<file path="config.mk">
export PLATFORM = sky130hd
export DESIGN_NAME = hkra_div_step
export DESIGN_NICKNAME = d
export VERILOG_FILES = /design/src/rtl/hkra_pkg.sv /design/src/rtl/hkra_div_step.sv
export SDC_FILE = /design/constraint.sdc
export NUM_CORES = 1
export LEC_CHECK = 0
export ABC_AREA = 0
export BUFFER_PORTS_ARGS = -buffer_cell sky130_fd_sc_hd__clkbuf_2
export CORE_AREA = 2 2 335 337
export DETAILED_ROUTE_END_ITERATION = 10
export DIE_AREA = 0 0 337 339
export SYNTH_ARGS = -nofsm -noshare
export SYNTH_HDL_FRONTEND = slang
export SYNTH_SLANG_ARGS = --single-unit
</file>
<file path="constraint.sdc">
create_clock -name clk -period 8.15 [get_ports clk]
set_input_delay 2.0375 -clock clk [delete_from_list [all_inputs] [get_ports clk]]
set_output_delay 2.0375 -clock clk [all_outputs]
set_load 0.1 [all_outputs]
</file>
<file path="src/rtl/hkra_pkg.sv">
// Shared constants, types and helper functions for the HSL keyed range adjust block.
package hkra_pkg;

  localparam int FRAC_BITS  = 12;
  localparam int ONE        = 1 << FRAC_BITS;
  localparam int LIGHT_MAX  = 32767;
  localparam int NLANE      = 8;
  localparam int DIV_BITS   = 2;
  localparam int DIV_STAGES = FRAC_BITS / DIV_BITS;
  localparam int NSTAGE     = 1 + DIV_STAGES + 6;
  localparam int EW         = 20;

  typedef logic [2:0] cfg_idx_t;
  localparam cfg_idx_t REG_HUE_WINDOW   = 3'd0;
  localparam cfg_idx_t REG_SAT_WINDOW   = 3'd1;
  localparam cfg_idx_t REG_LIGHT_WINDOW = 3'd2;
  localparam cfg_idx_t REG_HUE_ADJUST   = 3'd3;
  localparam cfg_idx_t REG_SAT_ADJUST   = 3'd4;
  localparam cfg_idx_t REG_LIGHT_ADJUST = 3'd5;
  localparam cfg_idx_t REG_OFFSET_MODE  = 3'd6;
  localparam cfg_idx_t REG_MASK_ONLY    = 3'd7;

  typedef struct packed {
    logic signed [15:0] hue;
    logic signed [15:0] sat;
    logic signed [15:0] light;
  } pix_t;

  typedef struct packed {
    logic [47:0]        hue_win;
    logic [47:0]        sat_win;
    logic [47:0]        light_win;
    logic signed [15:0] hue_adj;
    logic signed [15:0] sat_adj;
    logic signed [15:0] light_adj;
    logic               offset_mode;
    logic               mask_only;
  } cfg_t;

  typedef struct packed {
    logic [16:0]          den;
    logic [16:0]          rem;
    logic [FRAC_BITS-1:0] q;
    logic                 fix;
    logic                 full;
  } lane_t;

  typedef lane_t [NLANE-1:0] lanes_t;

  typedef struct packed {
    logic signed [EW-1:0] e0;
    logic signed [EW-1:0] e1;
    logic signed [EW-1:0] e2;
    logic signed [EW-1:0] e3;
  } edges_t;

  typedef logic [NSTAGE-1:0] stage_vec_t;

  function automatic edges_t win_edges(input logic [47:0] win);
    logic signed [EW-1:0] c2;
    logic signed [EW-1:0] r;
    logic signed [EW-1:0] t2;
    edges_t e;
    c2 = EW'($signed(win[15:0])) <<< 1;
    r  = EW'($signed(win[31:16]));
    t2 = EW'($signed(win[47:32])) <<< 1;
    e.e1 = c2 - r;
    e.e2 = c2 + r;
    e.e0 = e.e1 - t2;
    e.e3 = e.e2 + t2;
    return e;
  endfunction

  function automatic lane_t ss_setup(input logic signed [EW-1:0] e0,
                                     input logic signed [EW-1:0] e1,
                                     input logic signed [EW-1:0] x);
    logic signed [EW-1:0] num;
    logic signed [EW-1:0] den;
    lane_t l;
    num = x - e0;
    den = e1 - e0;
    l = '0;
    if (den < 0) begin
      num = -num;
      den = -den;
    end
    if (den == 0) begin
      l.fix  = 1'b1;
      l.full = !(x < e0);
    end else if (num <= 0) begin
      l.fix = 1'b1;
    end else if (num >= den) begin
      l.fix  = 1'b1;
      l.full = 1'b1;
    end else begin
      l.den = den[16:0];
      l.rem = num[16:0];
    end
    return l;
  endfunction

  function automatic lane_t div_step(input lane_t li);
    logic [17:0] r2;
    lane_t l;
    l = li;
    for (int i = 0; i < DIV_BITS; i++) begin
      r2 = {l.rem, 1'b0};
      if (r2 >= {1'b0, l.den}) begin
        l.rem = 17'(r2 - {1'b0, l.den});
        l.q   = {l.q[FRAC_BITS-2:0], 1'b1};
      end else begin
        l.rem = r2[16:0];
        l.q   = {l.q[FRAC_BITS-2:0], 1'b0};
      end
    end
    return l;
  endfunction

endpackage

</file>
<file path="src/rtl/hkra_div_step.sv">
// One pipelined divider stage: two quotient bits for each of the eight lanes.
module hkra_div_step (
  input  logic             clk,
  input  logic             en,
  input  hkra_pkg::lanes_t lanes,
  input  hkra_pkg::pix_t   pix,
  output hkra_pkg::lanes_t lanes_r,
  output hkra_pkg::pix_t   pix_r
);
  import hkra_pkg::*;

  lanes_t lanes_nxt;

  always_comb begin
    for (int i = 0; i < NLANE; i++) begin
      lanes_nxt[i] = div_step(lanes[i]);
    end
  end

  always_ff @(posedge clk) begin
    if (en) begin
      lanes_r <= lanes_nxt;
      pix_r   <= pix;
    end
  end

endmodule

</file>
Word level (Yosys, flattened, before mapping) --
Index checks and enable logic that the tools add are counted.
Operators by class: muxes and demuxes 16, add/sub/neg operators 16, $lt $le $gt $ge 16
Operators by type and width (count):
- 29-bit two-way mux | 16
- 18-bit by 17-bit greater-or-equal comparator with 1-bit output | 16
- 17-bit subtractor | 16
Word-level totals: output and inout bits 432, word-level logic and storage cells 99, register bits 432, input bits 434

Logic depth before layout (Yosys ltp) --
word-level depth 4, mapped depth 25, depth with buffers taken out 23

Worst setup path before layout --
OpenSTA, ideal clock, no wires.
path type input -> register, from in lanes[271] (netlist bit), to reg lanes_r[268] (netlist bit) (data pin), stages on the path 21, path buffers 3, slack 728 ps, data arrival time 7162 ps, setup time 260 ps, cell sequence inv_1 > fa_1 > a211oi_1 > o211ai_1 > nand4b_1 > o21ai_0 > o31ai_1 > a31o_2 > clkbuf_1 > clkbuf_1 > mux2_2 > ha_1 > and4_1 > a221oi_1 > a211oi_1 > o21a_1 > o31a_1 > o21ai_0 > o2111ai_2 > clkbuf_1 > mux2_2
RTL lines:
- start: declaration | RTL line hkra_div_step.sv:5 | input hkra_pkg::lanes_t lanes,
- end signal: assignment | RTL line hkra_div_step.sv:22 | lanes_r <= lanes_nxt;
- end: declaration | RTL line hkra_div_step.sv:7 | output hkra_pkg::lanes_t lanes_r,

==> results.toml <==
[grt]
grt_pass1_vias = 23597
grt-ovfl-total = 0
antenna_found_initial = 34
grt_first_pass_wirelength_um = 145000
grt.total_usage_pct = 16.7
grt_start_max_net_pins = 138

[route]
detail_route.wirelength_um = 99700
route.detailed.drc = 0
route.detailed.vias_per_inst = 4.73
drtPass1Iterations = 7
dr.first_iter.drc_count = 1583
detail-route-antenna-nets = 0
detailroute.via_count = 24232
average_wire_length_per_cell_after_detail_routing_um = 19.5

[timing]
tightestPinTransition_ns = 1.07
drv_slew = 0
fin_tns_setup_ns = 0
setup_viol = 0
rsz0062_at_grt = "false"
final_min_period_over_clock_period_pct = 88.7
maxClockFrequency_mhz = 138
hold_slack_ns = 1.57
fin_crit_ns = 7.23
worst_slew_margin_rel_pct = 27.6
hold_viol_final = 0

[synth]
synth_async_sr_flop_share_pct = 0
synth_most_common_cell = "sky130_fd_sc_hd__edfxtp_1"
synth_nets = 3361
synth_common_cells = "sky130_fd_sc_hd__edfxtp_1 (432), sky130_fd_sc_hd__ha_1 (264), sky130_fd_sc_hd__inv_1 (223)"
synth.top_cell.area_share_pct = 45.3
synth_cells = 2655
synth_sequential_area_ratio_pct = 45.3
synthesis.area_mm2 = 0.0286
number_of_enable_type_register_cells_in_the_synthesized_netlist = 432
yosys.area.top_type = "sky130_fd_sc_hd__edfxtp_1"
synth_top_cells_by_area = "sky130_fd_sc_hd__edfxtp_1 (45%), sky130_fd_sc_hd__ha_1 (12%), sky130_fd_sc_hd__mux2_2 (5.0%)"
yosys_warnings = 0
synth.avg_cell_area_um2 = 10.8
yosys_most_used_dff = "sky130_fd_sc_hd__edfxtp_1"
synth_cell_type_count = 85
yosys_register_bits = 432

[place]
place.gp.congestion = 0.910
dpl_cell_area_mm2 = 0.0350
port-buffer-count = 849
place.detailed.instances = 5009
hpwlAfterDp_um = 82000

[final_layout]
nNetsFinal = 4282
filler_cell_count = 11346
finish.instance_area_mm2 = 0.0368
layout-drive-gt1-share_pct = 32.3
areaGrowthSynthToFinish_pct = 28.5
fin_cells = 5119

[critical_path]
cp.required_ns = 8.53
worstSetupEndpoint = "lanes_r[363]"
arrival_worst_endpoint_ns = 7.61
critPathKind = "primary input to flip-flop"
critical_path.max_fanout = 13
setup.worst_path.end_class = "flip-flop"
cp-start-kind = "primary input"
setup_crit_start = "lanes[378]"

[hold_path]
worst_hold_path_type = "primary input to flip-flop"
hold_depth = 1

[flow_run]
drv.max_cap_violation_count = 0

[clock_tree]
numCtsBuffers = 53
postCtsSetupBuffers = 0
cts.sinks = 432
postCtsResizedCells = 0
clkTransAtPathRegs_ns = 0.07
h-tree-depth = 2
cts.hold.buffers_added = 0
cts_tree = "built"
cts.root.buffer_cell = "sky130_fd_sc_hd__clkbuf_16"
clock_tree.buffer_depth = 3

[die]
die_h_um = 339
core_area_mm2 = 0.110
fp.dieArea_mm2 = 0.114
ios = 866
starting_density_of_the_core_pct = 26.0
die_width_um = 337
floorplan.rows = 122

[power_and_ir_drop]
post-layout-total-power_uw = 11000
total_leakage_power_uw = 0.0163
peakVddDrop_mv = 0.176
powerDensity_mw_per_mm2 = 300

[run_status]
outcome = "completed"
==> critical path: stages <==
cell and delay, ns:
sky130_fd_sc_hd__clkbuf_2 0.20, sky130_fd_sc_hd__inv_1 0.11, sky130_fd_sc_hd__ha_1 0.23, sky130_fd_sc_hd__or2_2 0.31, sky130_fd_sc_hd__a2111oi_0 0.37, sky130_fd_sc_hd__a21bo_2 0.29
sky130_fd_sc_hd__a21oi_1 0.16, sky130_fd_sc_hd__nor3_1 0.08, sky130_fd_sc_hd__a21o_1 0.36, sky130_fd_sc_hd__mux2_2 0.36, sky130_fd_sc_hd__ha_1 0.33, sky130_fd_sc_hd__and3_1 0.22
sky130_fd_sc_hd__a221oi_1 0.46, sky130_fd_sc_hd__o211ai_1 0.20, sky130_fd_sc_hd__o41ai_1 0.37, sky130_fd_sc_hd__buf_4 0.21, sky130_fd_sc_hd__o21a_1 0.16, sky130_fd_sc_hd__o21ai_0 0.18
sky130_fd_sc_hd__nand2_1 0.14, sky130_fd_sc_hd__nand2_1 0.21, sky130_fd_sc_hd__buf_4 0.27, sky130_fd_sc_hd__mux2_2 0.29
==> final cells by class <==
class                           count  area [µm²]  share of cell area, %
Multi-Input combinational cell   1963       14700                   39.9
Sequential cell                   432       13000                   35.2
Timing Repair Buffer              900        4690                   12.7
Tap cell                         1488        1860                   5.06
Clock buffer                       62        1360                   3.69
Inverter                          226         848                   2.30
Clock inverter                     37         379                   1.03
Antenna cell                       11        27.5                 0.0748
==> cells in the final DEF, fill, tap and decap left out, drive strengths merged, types with 31 or more instances in the layout <==
| master | count |
|---|---|
| mux2 | 136 |
| nand2 | 153 |
| o21bai | 31 |
| o21ai | 141 |
| edfxtp | 432 |
| nand3 | 38 |
| o21a | 46 |
| a21o | 73 |
| a21oi | 197 |
| nor3 | 52 |
| nor2 | 188 |
| ha | 264 |
| buf | 52 |
| inv | 232 |
| xnor2 | 143 |
| xor2 | 53 |
| clkbuf | 910 |
==> report_power, final <==
part | switching [µW] | internal [µW]
clock | 1050 | 1340
combinational | 4140 | 1430
sequential | 144 | 2920
==> kinds of logic (layout without fill, tap and decap cells) <==
family | Yosys count | in the layout | share of synthesized area [%]
AO/OA/AOI/OAI | 697 | 697 | 16.2
AND/OR/NAND/NOR | 642 | 642 | 10.9
flip-flops | 432 | 432 | 45.3
adder cells (fa/ha/maj) | 272 | 272 | 12.1
buffers and inverters | 260 | 1225 | 3.50
XOR/XNOR | 196 | 196 | 5.99
multiplexers | 156 | 156 | 6.05
other | 0 | 11 | 0
==> layer usage <==
metal / up-vias / wire length (µm) / GRT usage [%]
met2: 888 / 46500 / 27.6
met1: 11370 / 41400 / 20.3
met4: 32 / 2930 / 5.76
met5: - / 225 / 0
met3: 138 / 8690 / 5.26
li1: 11804 / - / -
==> sequential cells by signal, summed over array words and instances, names as in the netlist <==
name	flops
lanes_r	384
pix_r	48
==> per-stage QoR <==
step / utilization [%] / setup slack (ns)
global route: 33.4 / 0.524
detailed placement: 31.8 / 0.249
floorplan: - / 0.728
CTS: 33.3 / 0.920
finish: 33.4 / 0.921
global placement: 31.8 / 0.302
==> how the worst min path moves through the flow <==
stage                     from            to
global route          lanes[7]    lanes_r[9]
floorplan             lanes[0]    lanes_r[0]
detailed placement  lanes[289]  lanes_r[289]
CTS                 lanes[202]  lanes_r[204]
finish                 pix[21]     pix_r[21]
global placement        pix[3]      pix_r[3]
No activity file was read; power rests on OpenSTA's default activity.
