==> config.mk <==
export PLATFORM = sky130hd
export DESIGN_NAME = hkra_front
export DESIGN_NICKNAME = d
export VERILOG_FILES = /design/src/rtl/hkra_pkg.sv /design/src/rtl/hkra_front.sv
export SDC_FILE = /design/constraint.sdc
export NUM_CORES = 1
export LEC_CHECK = 0
export ABC_AREA = 1
export BUFFER_PORTS_ARGS = -buffer_cell sky130_fd_sc_hd__buf_2
export CAP_MARGIN = 20
export CORE_MARGIN = 1
export CORE_UTILIZATION = 30
export CTS_CLUSTER_SIZE = 8
export DETAILED_ROUTE_END_ITERATION = 7
export PLACE_DENSITY = 0.48
export SLEW_MARGIN = 20
export SYNTH_ARGS = -nofsm -noshare
export SYNTH_HDL_FRONTEND = slang
export SYNTH_SLANG_ARGS = --single-unit
==> constraint.sdc <==
create_clock -name clk -period 8.4 [get_ports clk]
set_input_delay 1.68 -clock clk [delete_from_list [all_inputs] [get_ports clk]]
set_output_delay 1.68 -clock clk [all_outputs]
set_load 0.05 [all_outputs]
==> src/rtl/hkra_pkg.sv <==
// Shared constants, types and helper functions for the HSL keyed range adjust block.
package hkra_pkg;

  localparam int FRAC_BITS  = 12;
  localparam int ONE        = 1 << FRAC_BITS;
  localparam int LIGHT_MAX  = 32767;
  localparam int NLANE      = 8;
  localparam int DIV_BITS   = 2;
  localparam int DIV_STAGES = FRAC_BITS / DIV_BITS;
  localparam int NSTAGE     = 1 + DIV_STAGES + 6;
  localparam int EW         = 20;

  typedef logic [2:0] cfg_idx_t;
  localparam cfg_idx_t REG_HUE_WINDOW   = 3'd0;
  localparam cfg_idx_t REG_SAT_WINDOW   = 3'd1;
  localparam cfg_idx_t REG_LIGHT_WINDOW = 3'd2;
  localparam cfg_idx_t REG_HUE_ADJUST   = 3'd3;
  localparam cfg_idx_t REG_SAT_ADJUST   = 3'd4;
  localparam cfg_idx_t REG_LIGHT_ADJUST = 3'd5;
  localparam cfg_idx_t REG_OFFSET_MODE  = 3'd6;
  localparam cfg_idx_t REG_MASK_ONLY    = 3'd7;

  typedef struct packed {
    logic signed [15:0] hue;
    logic signed [15:0] sat;
    logic signed [15:0] light;
  } pix_t;

  typedef struct packed {
    logic [47:0]        hue_win;
    logic [47:0]        sat_win;
    logic [47:0]        light_win;
    logic signed [15:0] hue_adj;
    logic signed [15:0] sat_adj;
    logic signed [15:0] light_adj;
    logic               offset_mode;
    logic               mask_only;
  } cfg_t;

  typedef struct packed {
    logic [16:0]          den;
    logic [16:0]          rem;
    logic [FRAC_BITS-1:0] q;
    logic                 fix;
    logic                 full;
  } lane_t;

  typedef lane_t [NLANE-1:0] lanes_t;

  typedef struct packed {
    logic signed [EW-1:0] e0;
    logic signed [EW-1:0] e1;
    logic signed [EW-1:0] e2;
    logic signed [EW-1:0] e3;
  } edges_t;

  typedef logic [NSTAGE-1:0] stage_vec_t;

  function automatic edges_t win_edges(input logic [47:0] win);
    logic signed [EW-1:0] c2;
    logic signed [EW-1:0] r;
    logic signed [EW-1:0] t2;
    edges_t e;
    c2 = EW'($signed(win[15:0])) <<< 1;
    r  = EW'($signed(win[31:16]));
    t2 = EW'($signed(win[47:32])) <<< 1;
    e.e1 = c2 - r;
    e.e2 = c2 + r;
    e.e0 = e.e1 - t2;
    e.e3 = e.e2 + t2;
    return e;
  endfunction

  function automatic lane_t ss_setup(input logic signed [EW-1:0] e0,
                                     input logic signed [EW-1:0] e1,
                                     input logic signed [EW-1:0] x);
    logic signed [EW-1:0] num;
    logic signed [EW-1:0] den;
    lane_t l;
    num = x - e0;
    den = e1 - e0;
    l = '0;
    if (den < 0) begin
      num = -num;
      den = -den;
    end
    if (den == 0) begin
      l.fix  = 1'b1;
      l.full = !(x < e0);
    end else if (num <= 0) begin
      l.fix = 1'b1;
    end else if (num >= den) begin
      l.fix  = 1'b1;
      l.full = 1'b1;
    end else begin
      l.den = den[16:0];
      l.rem = num[16:0];
    end
    return l;
  endfunction

  function automatic lane_t div_step(input lane_t li);
    logic [17:0] r2;
    lane_t l;
    l = li;
    for (int i = 0; i < DIV_BITS; i++) begin
      r2 = {l.rem, 1'b0};
      if (r2 >= {1'b0, l.den}) begin
        l.rem = 17'(r2 - {1'b0, l.den});
        l.q   = {l.q[FRAC_BITS-2:0], 1'b1};
      end else begin
        l.rem = r2[16:0];
        l.q   = {l.q[FRAC_BITS-2:0], 1'b0};
      end
    end
    return l;
  endfunction

endpackage

==> src/rtl/hkra_front.sv <==
// Input stage: forms the ramp edges and sets up the eight smoothstep divisions.
module hkra_front (
  input  logic           clk,
  input  logic           en,
  input  hkra_pkg::pix_t in_pix,
  input  hkra_pkg::cfg_t cfg,
  output hkra_pkg::lanes_t lanes_r,
  output hkra_pkg::pix_t pix_r
);
  import hkra_pkg::*;

  localparam logic signed [EW-1:0] TWO_ONE = EW'(2 * ONE);

  edges_t he, se, le;
  logic signed [EW-1:0] xh, xh2, xs, xl;
  lanes_t lanes_nxt;

  always_comb begin
    he  = win_edges(cfg.hue_win);
    se  = win_edges(cfg.sat_win);
    le  = win_edges(cfg.light_win);
    xh  = EW'(in_pix.hue) <<< 1;
    xs  = EW'(in_pix.sat) <<< 1;
    xl  = EW'(in_pix.light) <<< 1;
    xh2 = (xh > EW'(ONE)) ? xh - TWO_ONE : xh + TWO_ONE;
    lanes_nxt[0] = ss_setup(he.e0, he.e1, xh);
    lanes_nxt[1] = ss_setup(he.e2, he.e3, xh);
    lanes_nxt[2] = ss_setup(he.e0, he.e1, xh2);
    lanes_nxt[3] = ss_setup(he.e2, he.e3, xh2);
    lanes_nxt[4] = ss_setup(se.e0, se.e1, xs);
    lanes_nxt[5] = ss_setup(se.e2, se.e3, xs);
    lanes_nxt[6] = ss_setup(le.e0, le.e1, xl);
    lanes_nxt[7] = ss_setup(le.e2, le.e3, xl);
  end

  always_ff @(posedge clk) begin
    if (en) begin
      lanes_r <= lanes_nxt;
      pix_r   <= in_pix;
    end
  end

endmodule

# == Yosys cells after proc, flatten, opt, wreduce, memory -nomap -nowiden ==
# Index checks and enable logic that the tools add are counted.
# Widths: inputs -> output; s select.
# word_totals
inputBits,244
romBits,0
latchBits,0
output_inout_bits,432
ramBits,0
wordCells,177
register_bits,336
memories,0
# op_classes
n_shift,0
magnitude_cmp,31
addsub,42
n_mux,39
bitwise_logic,0
div,0
n_reduce_logical,30
n_mul,0
eq_ne,0
# op_table
cell,count
$mux 20,15
$neg 20->20,11
$logic_not 32->1,6
$ge 20x20->1,8
$le 20x1->1 const B,8
$lt 20x1->1 const B,6
$neg 19->20,3
$sub 17x19->20,3
$sub 18x19->20,3
$sub 19x18->20,3
$add 18x17->19,3
$lt 17x19->1,3
$sub 17x18->19,3
$sub 18x17->19,3
$add 17x16->18,3
$lt 17x18->1,3
$sub 17x16->18,3
$reduce_or 3->1,8
$lt 20x18->1,1
$lt 20x19->1,1
$sub 20x18->20,1
$sub 20x19->20,1
$add 17x15->18 const B,1
$sub 17x15->18 const B,1
5 further kinds,41

# == Logic depth before layout (Yosys ltp) ==
# logic_depth
ltp_word,9
ltp_mapped,55
ltp_nobuf,52

# == Worst setup path before layout ==
# Ideal clock, no wire load.
# synth_timing
path_kind,input-to-reg
from,input port cfg[117] in the netlist's numbering
to,"register lanes_r[241] in the netlist's numbering, data pin"
stages,40
path_buffers,3
required_time_ns,8.139
setup_slack_ns,0.162
setup_ns,0.261
arrival_time_ns,7.977
path_cell_list,inv_1 -> ha_1 -> inv_1 -> nand3_1 -> and2_1 -> o21ai_0 -> a21oi_1 -> o21bai_1 -> a21oi_1 -> o21ai_0 -> a21oi_1 -> o21ai_0 -> nand2_1 -> a22oi_1 -> inv_1 -> ha_1 -> xor2_1 -> ha_1 -> (+4 left out) -> clkbuf_1 -> clkbuf_1 -> o21ai_0 -> xor2_1 -> inv_1 -> ha_1 -> nand3_1 -> nor3_1 -> inv_1 -> or4_1 -> inv_1 -> nand2_1 -> o2111ai_1 -> or2_2 -> nand2_1 -> a21oi_1 -> nand3_2 -> buf_4
# synth_between
elab_chain_cells,7
elab_cells_between_ends,14
classes_between,add/sub (6); order compare (3); mux (3); reduce/logical (2)
# synth_rtl
item,line,text
"start, declared",hkra_front.sv:6,"input hkra_pkg::cfg_t cfg,"
$add 17x16->18 (*),hkra_pkg.sv:68,e.e2 = c2 + r;
$add 18x17->19,hkra_pkg.sv:70,e.e3 = e.e2 + t2;
$sub 19x18->20,hkra_pkg.sv:81,den = e1 - e0;
$neg 20->20 / $lt 20x1->1 (equally long branches),"hkra_pkg.sv:85, hkra_pkg.sv:83",
$mux 20,hkra_pkg.sv:83,if (den < 0) begin
"$ge 20x20->1, or another cell as far along",hkra_pkg.sv:92,end else if (num >= den) begin
$mux 2 / $reduce_or 2->1 (equally long branches),n/a,
"end signal, assigned",hkra_front.sv:38,lanes_r <= lanes_nxt;
"end, declared",hkra_front.sv:7,"output hkra_pkg::lanes_t lanes_r,"
# Mark *: on every way between the ends. The rest lies on a longest branch, timed or not.
# A chain may end at the register's enable or synchronous reset.

# == Worst setup path in the final report ==
# layout_timing
from,input port cfg[165] in the netlist's numbering
to,"register lanes_r[1] in the netlist's numbering, data pin"
# layout_between
elab_chain_cells,7
elab_cells_between_ends,14
classes_between,add/sub (6); order compare (3); mux (3); reduce/logical (2)
# layout_rtl
item,line,text
$sub 17x16->18 (*),hkra_pkg.sv:67,e.e1 = c2 - r;
$sub 18x17->19,hkra_pkg.sv:69,e.e0 = e.e1 - t2;
$sub 17x19->20 / $sub 18x19->20 (equally long branches),"hkra_pkg.sv:80, hkra_pkg.sv:81",
"$neg 20->20, or another cell as far along",hkra_pkg.sv:84,num = -num;
$mux 20,hkra_pkg.sv:83,
"$ge 20x20->1, or another cell as far along",hkra_pkg.sv:92,
$mux 2 / $reduce_or 2->1 (equally long branches),n/a,
# Marks and branches as above.

==> results.json <==
{
  "syn_inst": 6609,
  "fin_cells": 10050,
  "min_to": "pix_r[21]$_DFFE_PP_",
  "numCtsBuffers": 49,
  "hpwl_um": 145500,
  "synthArstFlopShare": 0,
  "worstSetupStartpointType": "input port",
  "end_kind": "register",
  "tightestPinTransition_ns": 0.9690,
  "dp_cells": 9980,
  "ys_types": 73,
  "crit_path_max_incr_delay_ns": 0.36,
  "yosysSeqAreaShare": 0.2214,
  "drt-initial-drc-count": 2922,
  "total_power_uw": 29100,
  "p_leak_uw": 0.03108,
  "synth_xor_xnor_area_share": 0.07386,
  "detail_route.wl_per_cell_um": 16.73,
  "cts.sinks": 328,
  "clock_path_buffers": 3,
  "die_x_um": 387.1,
  "antenna_found_initial": 9,
  "worst_slack_ns": 0.5034,
  "syn_area_sq_mm": 0.04449,
  "crit_top_cell": "nand2_1",
  "row_count": 140,
  "routed_wl_um": 168100,
  "critPathLaunch": "cfg[165]",
  "fill_cells": 15710,
  "period_share": 0.9401,
  "cap_violations": 0,
  "die_h_um": 387.1,
  "root_buffer": "clkbuf_16",
  "ys_warn_count": 0,
  "drc_errors": 0,
  "hold_buffers": 0,
  "hold_path_startpoint": "in_pix[21]",
  "avgSynthCellArea_sq_um": 6.731,
  "arrival_ns": 8.26,
  "final_util": 0.3961,
  "cp.required_ns": 8.77,
  "final_hold_viol_count": 0,
  "period_minus_slack_ns": 7.897,
  "worstSetupPathType": "in -> reg",
  "avgViaCountPerCell": 4.650,
  "grt_max_degree": 143,
  "p_per_area_mw_per_mm2": 501.6,
  "crit_slowest_cell": "ha_1",
  "setup-tns-final_ns": 0,
  "max_freq_ghz": 0.1266,
  "ir_worst_vdd_uv": 329.4,
  "synth_edf_count": 328,
  "grt_pass1_wl_um": 254700,
  "synth-simple-area-share": 0.3499,
  "slew_headroom": 0.3494,
  "htreeDepth": 2,
  "die-area_sq_mm": 0.1498,
  "io_pins": 676,
  "synth_adder_area_share": 0.1425,
  "synth_compound_area_frac": 0.08955,
  "start_util": 0.3038,
  "detail-route-antenna-nets": 0,
  "drt-pass1-iter-count": 7,
  "setup_violations": 0,
  "crit_fanout": 22,
  "portBuffers": 521,
  "syn_to_final_growth_pct": 30.40,
  "hp-class": "in -> reg",
  "place_congestion": 0.9309,
  "holdPathStages": 1,
  "status": "completed",
  "synth-main-ff-cell": "edfxtp_1",
  "overflow": 0,
  "core_area_sq_mm": 0.1464,
  "drive_above_1_share": 0.2462,
  "dp_slack_ns": -0.2610,
  "nets": 8857,
  "first_global_vias": 44790,
  "clkSlewWorstSetupHoldPaths_ns": 0.05,
  "synth_top_family_by_area": "simple AND/OR/NAND/NOR gates",
  "via_count": 46720,
  "track_usage": 0.2168,
  "ys_ff_latch": 328,
  "muxShareOfSynthArea": 0.0005063,
  "slew_viol_final": 0,
  "cts_tree": "built"
}
[area by class of cell]
cell class	instances	area (sq um)	area share
flip-flops and latches	328	9849	0.1698
well taps	1917	2399	0.04135
diodes	2	5.005	0.00008628
multi-input cells	5141	29830	0.5143
clock buffers	54	1245	0.02146
inverters	1039	3906	0.06734
repair buffers	1557	10610	0.1829
clock inverters	9	158.9	0.002739
[layout by cell type (no fill, tap or decap), types with 63 or more instances in the layout]
cell      instances
a21oi_1         307
buf_2           520
buf_4          1018
conb_1          104
edfxtp_1        328
ha_1            477
inv_1           994
nand2_1        1763
nand3_1         500
nand4_1         148
nor2_1          633
nor2_2           63
nor3_1           95
nor3_2           71
o21ai_0         144
xnor2_1          66
xor2_1          292
[worst max-delay path: cells and delay by family]
kind,cells,cell delay (ns)
simple gates,21,1.82
xor+xnor,1,0.24
buf+inv,11,1.38
compound gates,11,1.81
fa+ha+maj,4,1.31
[where the power goes]
group          total [uW]  internal, uW  switching, uW
Combinational       23900          9230          14700
Clock                1900          1100            796
Sequential           3290          2960            330
[synthesized netlist by cell type, types with 15 or more instances]
master	n	area [sq um]
a211oi_1	15	112.6
a21o_1	18	135.1
a21oi_1	314	1572
a21oi_2	15	131.4
a31oi_1	18	112.6
buf_2	28	140.1
buf_4	133	998.5
buf_6	23	259.0
clkbuf_1	16	60.06
edfxtp_1	328	9849
fa_1	16	320.3
ha_1	481	6018
inv_1	995	3735
inv_2	40	150.1
nand2_1	1765	6625
nand2_2	57	356.6
nand3_1	503	2517
nand3_2	30	300.3
nand3b_1	36	270.3
nand4_1	148	925.9
nor2_1	643	2414
nor2_2	53	331.6
nor3_1	100	500.5
nor3_2	67	670.6
nor4_1	20	125.1
o21ai_0	150	750.7
o21ai_1	24	120.1
o21ai_2	28	245.2
o21bai_1	31	232.7
or2_2	17	106.4
xnor2_1	69	604.3
xor2_1	295	2584
[worst max path at each step]
stage	endpoint	slack (ns)	cells after the start
5_1_grt	lanes_r[331]$_SDFFCE_PP0P_	-0.00003	48
3_3_place_gp	lanes_r[361]$_SDFFCE_PP0P_	-0.21	40
2_1_floorplan	lanes_r[241]$_SDFFCE_PP1P_	0.16	40
3_5_place_dp	lanes_r[224]$_SDFFCE_PP0P_	-0.26	49
4_1_cts	lanes_r[289]$_SDFFCE_PP1P_	0.41	46
6_report	lanes_r[1]$_SDFFCE_PP1P_	0.50	48
[state kept, by name (all words and copies together), names as in the netlist]
signal and count:
pix_r 48, lanes_r 280
[per-layer routing]
layer  routed length (um)  GRT usage
met5                   14          0
met4                 4514    0.05570
met3                 5803    0.01776
met2                80980     0.3855
met1                76790     0.2803
[timing repair]
action	CTS	global route
endpoints found under the setup margin	0	275
setup buffers	0	2
gates resized for setup	0	65
[per-stage QoR]
stage | area (sq um) | hold slack (ns)
after detailed placement | 56330 | 1.972
after CTS | 57730 | 1.290
after global routing | 58000 | 1.304
after floorplan | 44870 | 1.779
final | 58010 | 1.338
after global placement | 56330 | 1.970
[cell families (layout without fill, tap and decap cells)]
logic type	after synthesis	after routing
other cells	1	106
flops	328	328
fa+ha+maj	497	497
mux	2	2
simple gates	3484	3484
buf+inv	1243	2659
xor+xnor	370	370
compound gates	684	684
No activity file was read; power rests on OpenSTA's default activity.
